===== config.mk =====
export PLATFORM = sky130hd
export DESIGN_NAME = mbe_map
export DESIGN_NICKNAME = d
export VERILOG_FILES = /design/src/hdl/assert_macros.svh /design/src/hdl/mbe_pkg.sv /design/src/hdl/mbe_map.sv
export SDC_FILE = /design/constraint.sdc
export NUM_CORES = 2
export LEC_CHECK = 0
export CAP_MARGIN = 20
export CORE_MARGIN = 5
export CORE_UTILIZATION = 52
export CTS_CLUSTER_SIZE = 16
export DETAILED_ROUTE_END_ITERATION = 8
export DONT_BUFFER_PORTS = 1
export HOLD_SLACK_MARGIN = 0.12
export PLACE_DENSITY = 0.64
export REMOVE_ABC_BUFFERS = 1
export SYNTH_ARGS = -nofsm -noshare
export SYNTH_HDL_FRONTEND = slang
export SYNTH_SLANG_ARGS = --single-unit

===== constraint.sdc =====
create_clock -name i_clk -period 13.7 [get_ports i_clk]
set_clock_uncertainty 0.2 [all_clocks]
set_input_delay 1.37 -clock i_clk [delete_from_list [all_inputs] [get_ports i_clk]]
set_output_delay 1.37 -clock i_clk [all_outputs]
set_load 0.02 [all_outputs]

===== src/hdl/assert_macros.svh =====
// Assertion macros shared by the escape-time unit modules.
// Each macro expects i_clk and i_rst_n in the scope where it is used.
`ifndef ASSERT_MACROS_SVH
`define ASSERT_MACROS_SVH

// Expression must hold at every clock edge out of reset.
`define MBE_ASSERT(label, expr, msg) \
    label: assert property (@(posedge i_clk) disable iff (!i_rst_n) (expr)) \
        else $error(msg);

// Consequent must hold in the same cycle as the antecedent.
`define MBE_ASSERT_IMPL(label, ante, cons, msg) \
    label: assert property (@(posedge i_clk) disable iff (!i_rst_n) \
        (ante) |-> (cons)) else $error(msg);

// Consequent must hold in the cycle after the antecedent.
`define MBE_ASSERT_NEXT(label, ante, cons, msg) \
    label: assert property (@(posedge i_clk) disable iff (!i_rst_n) \
        (ante) |=> (cons)) else $error(msg);

`endif


===== src/hdl/mbe_pkg.sv =====
`timescale 1ns / 1ps
// Shared types, widths and saturation helper for the escape-time unit.
// No dependencies; used by mbe_map, mbe_cell and the top level.
package mbe_pkg;

    localparam int WORD_BITS    = 32;
    localparam int WIDE_BITS    = 2 * WORD_BITS;
    localparam int SPACING_BITS = 31;

    localparam logic signed [WORD_BITS-1:0] WORD_MAX = {1'b0, {(WORD_BITS-1){1'b1}}};
    localparam logic signed [WORD_BITS-1:0] WORD_MIN = {1'b1, {(WORD_BITS-1){1'b0}}};
    localparam logic signed [WIDE_BITS-1:0] SAT_HI   = WIDE_BITS'(WORD_MAX);
    localparam logic signed [WIDE_BITS-1:0] SAT_LO   = WIDE_BITS'(WORD_MIN);

    typedef struct packed {
        logic valid;
        logic done;
    } t_cell_ctrl;

    function automatic logic signed [WORD_BITS-1:0] sat_word(
        input logic signed [WIDE_BITS-1:0] value
    );
        logic signed [WORD_BITS-1:0] result;
        if (value > SAT_HI) begin
            result = WORD_MAX;
        end else if (value < SAT_LO) begin
            result = WORD_MIN;
        end else begin
            result = value[WORD_BITS-1:0];
        end
        return result;
    endfunction

endpackage


===== src/hdl/mbe_map.sv =====
`timescale 1ns / 1ps
// Pixel to complex point mapping: (index - offset) * spacing - centre, saturated.
// Depends on mbe_pkg.
module mbe_map #(
    parameter int COORD_BITS = 12
) (
    input  logic                                    i_clk,
    input  logic                                    i_load,
    input  logic [COORD_BITS-1:0]                   i_pixel_col,
    input  logic [COORD_BITS-1:0]                   i_pixel_row,
    input  logic [COORD_BITS-1:0]                   i_origin_offset,
    input  logic [mbe_pkg::SPACING_BITS-1:0]        i_pixel_spacing,
    input  logic signed [mbe_pkg::WORD_BITS-1:0]    i_centre_real,
    input  logic signed [mbe_pkg::WORD_BITS-1:0]    i_centre_imag,
    output logic signed [mbe_pkg::WORD_BITS-1:0]    o_point_re,
    output logic signed [mbe_pkg::WORD_BITS-1:0]    o_point_im
);
    import mbe_pkg::*;

    localparam int DIFF_BITS = COORD_BITS + 1;
    localparam int PROD_BITS = DIFF_BITS + SPACING_BITS + 1;

    logic signed [DIFF_BITS-1:0]      w_diff_re;
    logic signed [DIFF_BITS-1:0]      w_diff_im;
    logic signed [SPACING_BITS:0]     w_spacing;
    logic signed [PROD_BITS-1:0]      w_prod_re;
    logic signed [PROD_BITS-1:0]      w_prod_im;
    logic signed [WIDE_BITS-1:0]      w_full_re;
    logic signed [WIDE_BITS-1:0]      w_full_im;
    logic signed [WORD_BITS-1:0]      r_point_re;
    logic signed [WORD_BITS-1:0]      r_point_im;

    assign w_diff_re = $signed({1'b0, i_pixel_col}) - $signed({1'b0, i_origin_offset});
    assign w_diff_im = $signed({1'b0, i_pixel_row}) - $signed({1'b0, i_origin_offset});
    assign w_spacing = $signed({1'b0, i_pixel_spacing});
    assign w_prod_re = w_diff_re * w_spacing;
    assign w_prod_im = w_diff_im * w_spacing;
    assign w_full_re = WIDE_BITS'(w_prod_re) - WIDE_BITS'(i_centre_real);
    assign w_full_im = WIDE_BITS'(w_prod_im) - WIDE_BITS'(i_centre_imag);

    always_ff @(posedge i_clk) begin
        if (i_load) begin
            r_point_re <= sat_word(w_full_re);
            r_point_im <= sat_word(w_full_im);
        end
    end

    assign o_point_re = r_point_re;
    assign o_point_im = r_point_im;

endmodule


# After elaboration in Yosys (flattened, before gate mapping)
# Index checks and enable logic that the tools add are counted.
# totals
reg_bits	64
in_bits	133
out_inout_bits	64
wordCells	14
# op_classes
add_sub_neg	4
mul	2
mux	2
order_cmp	4
# op_table
op	n
> comparator 46 x 32 -> 1 bit, second input constant	2
< comparator 46 x 32 -> 1 bit, second input constant	2
subtractor 45 x 32 -> 46 bit	2
multiplier 13 x 32 -> 45 bit	2
2-to-1 mux 32 bit	2
subtractor 12 x 12 -> 13 bit	2

# Logic depth before layout (Yosys ltp)
# logic_depth
depth_word	5
ltp_mapped	38
depth_no_buf	35

# Worst setup path before layout
# No wires, ideal clock.
# synth_path
path_kind	input-to-reg
startpoint	input port i_origin_offset[1]
endpoint	register r_point_re[16], in the netlist o_point_re[16], data pin
cell_stages	33
t_arrival_ns	10.084
setup_ns	0.266
setup_slack_ns	3.150
n_path_buf	2
t_required_ns	13.234
path_cell_list	inv_1 > ha_1 > nor2b_1 > o21ai_0 > a21boi_0 > o21ai_0 > a21boi_0 > o21ai_0 > a21boi_0 > o21a_1 > o41ai_1 > clkbuf_1 > mux2i_1 > fa_1 > fa_1 > fa_1 > fa_1 > fa_1 > inv_1 > fa_1 > inv_1 > ha_1 > and2_1 > nand3_1 > or3_2 > a2111oi_2 > nor3_4 > xnor2_1 > or4_1 > or4_4 > o31ai_4 > buf_6 > o21ai_1
# synth_between
elab_chain_cells	5
elab_cells_between_ends	6
cone_classes	2 x add/sub; 1 x mul; 2 x order compare; 1 x mux
# synth_lines
item	line_no	text
start, declared	mbe_map.sv:11	input logic [COORD_BITS-1:0] i_origin_offset,
subtractor 12 x 12 -> 13 bit (*)	mbe_map.sv:33	assign w_diff_re = $signed({1'b0, i_pixel_col}) - $signed({1'b0, i_origin_offset});
multiplier 13 x 32 -> 45 bit (*)	mbe_map.sv:36	assign w_prod_re = w_diff_re * w_spacing;
subtractor 45 x 32 -> 46 bit (*)	mbe_map.sv:38	assign w_full_re = WIDE_BITS'(w_prod_re) - WIDE_BITS'(i_centre_real);
< comparator 46 x 32 -> 1 bit	mbe_pkg.sv:26	end else if (value < SAT_LO) begin
2-to-1 mux 32 bit	mbe_pkg.sv:26	
end signal, assigned	mbe_map.sv:43	r_point_re <= sat_word(w_full_re);
end, declared	mbe_map.sv:30	logic signed [WORD_BITS-1:0] r_point_re;
# Every way passes the cells marked *; elsewhere a longest branch is shown, timed or not.
# A chain may end at the register's enable or synchronous reset.

# Worst setup path after layout
# layout_path
startpoint	input port i_pixel_col[0]
endpoint	register r_point_re[15], in the netlist o_point_re[15], data pin
# layout_between
elab_chain_cells	5
elab_cells_between_ends	6
cone_classes	2 x add/sub; 1 x mul; 2 x order compare; 1 x mux
# layout_lines
item	line_no	text
start, declared	mbe_map.sv:9	input logic [COORD_BITS-1:0] i_pixel_col,
subtractor 12 x 12 -> 13 bit (*)	mbe_map.sv:33	
multiplier 13 x 32 -> 45 bit (*)	mbe_map.sv:36	
subtractor 45 x 32 -> 46 bit (*)	mbe_map.sv:38	
< comparator 46 x 32 -> 1 bit	mbe_pkg.sv:26	
2-to-1 mux 32 bit	mbe_pkg.sv:26	
# Marked as above.

==> impl_metrics.env <==
export IMPL_status="completed"
export IMPL_clkTransAtPathRegs_ns=0.05
export IMPL_via_count=25544
export IMPL_worst_slew_pin_slew_ns=0.972
export IMPL_hold_viol_final=0
export IMPL_startpoint_type="input pin"
export IMPL_final_common_cell="inv_1"
export IMPL_cts_sinks=64
export IMPL_critical_path_max_stage_delay_ns=0.73
export IMPL_postCtsHoldBufs=0
export IMPL_post_route_cells_drive_above_1_share=0.0301
export IMPL_start_util=0.526
export IMPL_setup_tns_ns=0
export IMPL_period_needed_ns=11.94
export IMPL_final_cell_mix="817 x inv_1, 723 x fa_1, 544 x nand2_1"
export IMPL_first_iter_violations=1633
export IMPL_nFillCells=6048
export IMPL_grt_pass1_vias=27129
export IMPL_place_area_um2=34400
export IMPL_drc_errors=0
export IMPL_rows=93
export IMPL_num_io_pins=197
export IMPL_crit_fanout=31
export IMPL_firstDrtPassIters=5
export IMPL_antenna_left=0
export IMPL_hp_class="input pin to flop"
export IMPL_netlist_instances=3883
export IMPL_cts_buffers_inserted=9
export IMPL_core_um2=64600
export IMPL_syn_cell_area_um2=33900
export IMPL_crit_type="input pin to flop"
export IMPL_cts_resized=0
export IMPL_h_tree_depth=3
export IMPL_slowest_stage="a2111oi_1"
export IMPL_max_freq_mhz=83.8
export IMPL_cpMostUsedCell="fa_1"
export IMPL_clockBufferDepth=2
export IMPL_synth_cell_types=80
export IMPL_synth_edff_count=64
export IMPL_fp_dieArea_um2=70500
export IMPL_finish_instance_area_um2=34700
export IMPL_cap_violations=0
export IMPL_crit_family="adder cells"
export IMPL_utilization=0.537
export IMPL_die_w_um=265
export IMPL_setup_violations=0
export IMPL_async_reset_ff_frac=0
export IMPL_gp_congestion=0.925
export IMPL_maxSlewViolCount=0
export IMPL_syn2layout_area_growth_pct=2.08
export IMPL_synthFlopType="edfxtp_1"
export IMPL_cts_setup_buffers=0
export IMPL_syn_area_per_cell_um2=8.74
export IMPL_gr_total_overflow=0
export IMPL_antenna_found_initial=3
export IMPL_grt_max_degree=65
export IMPL_root_buffer="clkbuf_16"
export IMPL_worstPathRequired_ns=13.58
export IMPL_io_buffers=0
export IMPL_ys_warn_count=0
export IMPL_grt_pass1_wl_mm=144
export IMPL_end_kind="flop"
export IMPL_wl_per_cell_um=19.1
export IMPL_wirelength_mm=86.6
export IMPL_dp_hpwl_mm=69.7
export IMPL_arrival_ns=11.82
export IMPL_cts_tree="yes"
export IMPL_viasPerCell=5.62
export IMPL_period_share=0.871
export IMPL_rsz0062_at_grt="no"
export IMPL_synth_seq_cells=64
export IMPL_slew_headroom=0.351
export IMPL_seq_area_frac_synth=0.0566
export IMPL_setup_ws_ns=1.76
export IMPL_dp_slack_ns=1.53
export IMPL_nets=4854
export IMPL_path_buf_inv=5
export IMPL_die_y_um=265
export IMPL_grt_usage=0.253
## cell type report
type,instances,area [µm²],share of cell area
Inverter,817,3070,0.0885
Sequential cell,64,1920,0.0555
Clock buffer,9,225,0.00650
Antenna cell,2,5.00,0.000144
Tap cell,855,1070,0.0309
Multi-Input combinational cell,2757,28100,0.810
Timing Repair Buffer,38,285,0.00823
Clock inverter,4,15.0,0.000433
## path summary, 6_finish.rpt
| path | from | to | slack, ns | cells after the start |
|---|---|---|---|---|
| setup / recovery | i_pixel_col[0] | o_point_re[15] | 1.76 | 34 |
| hold / removal | i_load | o_point_im[7] | 0.93 | 0 |
## synthesized netlist by cell type (21+ instances only)
master | instances | area share
xnor2_1 | 51 | 0.013
nand2b_1 | 71 | 0.013
nand2_1 | 544 | 0.060
nor2_1 | 83 | 0.0092
o21ai_0 | 102 | 0.015
mux2i_1 | 46 | 0.014
and3_1 | 48 | 0.0088
buf_1 | 21 | 0.0023
nor3_1 | 61 | 0.0090
o21ai_1 | 31 | 0.0046
ha_1 | 310 | 0.11
nor2b_1 | 126 | 0.023
xor2_1 | 32 | 0.0083
a21o_1 | 25 | 0.0055
or3_1 | 26 | 0.0048
and2_1 | 56 | 0.010
fa_1 | 724 | 0.43
nand3_1 | 107 | 0.016
inv_1 | 817 | 0.090
a21oi_1 | 99 | 0.015
edfxtp_1 | 64 | 0.057
clkbuf_1 | 209 | 0.023
## flip-flops by register name (all words and copies together), names as in the netlist
name and count:
o_point_im 32, o_point_re 32
## stage by stage
| stage | std cells | hold WS (ns) |
|---|---|---|
| 6_report | 4546 | 0.935 |
| 3_3_place_gp | 4531 | 1.29 |
| 3_5_place_dp | 4531 | 1.29 |
| 2_1_floorplan | 3638 | 1.28 |
| 5_1_grt | 4544 | 0.922 |
| 4_1_cts | 4544 | 0.919 |
## kinds of logic (layout without fill, tap and decap cells)
kind of cell               count (synthesis)  after routing  synth area share
xor gates and xnor gates                  83             83            0.0214
AOI/OAI and AO/OA                        402            402            0.0751
and+or+nand+nor                         1174           1174             0.166
buffers and inverters                   1062            868             0.120
other                                      0              2                 0
muxes                                     64             64            0.0195
adders and majority gates               1034           1034             0.541
DFF                                       64             64            0.0566
## layer usage
| metal | wire length (µm) | share of wire | GRT usage | vias up |
|---|---|---|---|---|
| met5 | 27 | 0.00031 | 0 | - |
| li1 | - | - | - | 11548 |
| met4 | 1890 | 0.022 | 0.0600 | 4 |
| met2 | 40700 | 0.47 | 0.415 | 837 |
| met3 | 6200 | 0.072 | 0.0430 | 132 |
| met1 | 37800 | 0.44 | 0.354 | 13023 |
Power is not shown: default switching activity piles up to over one toggle a cycle in this logic, so the estimate is an artifact.
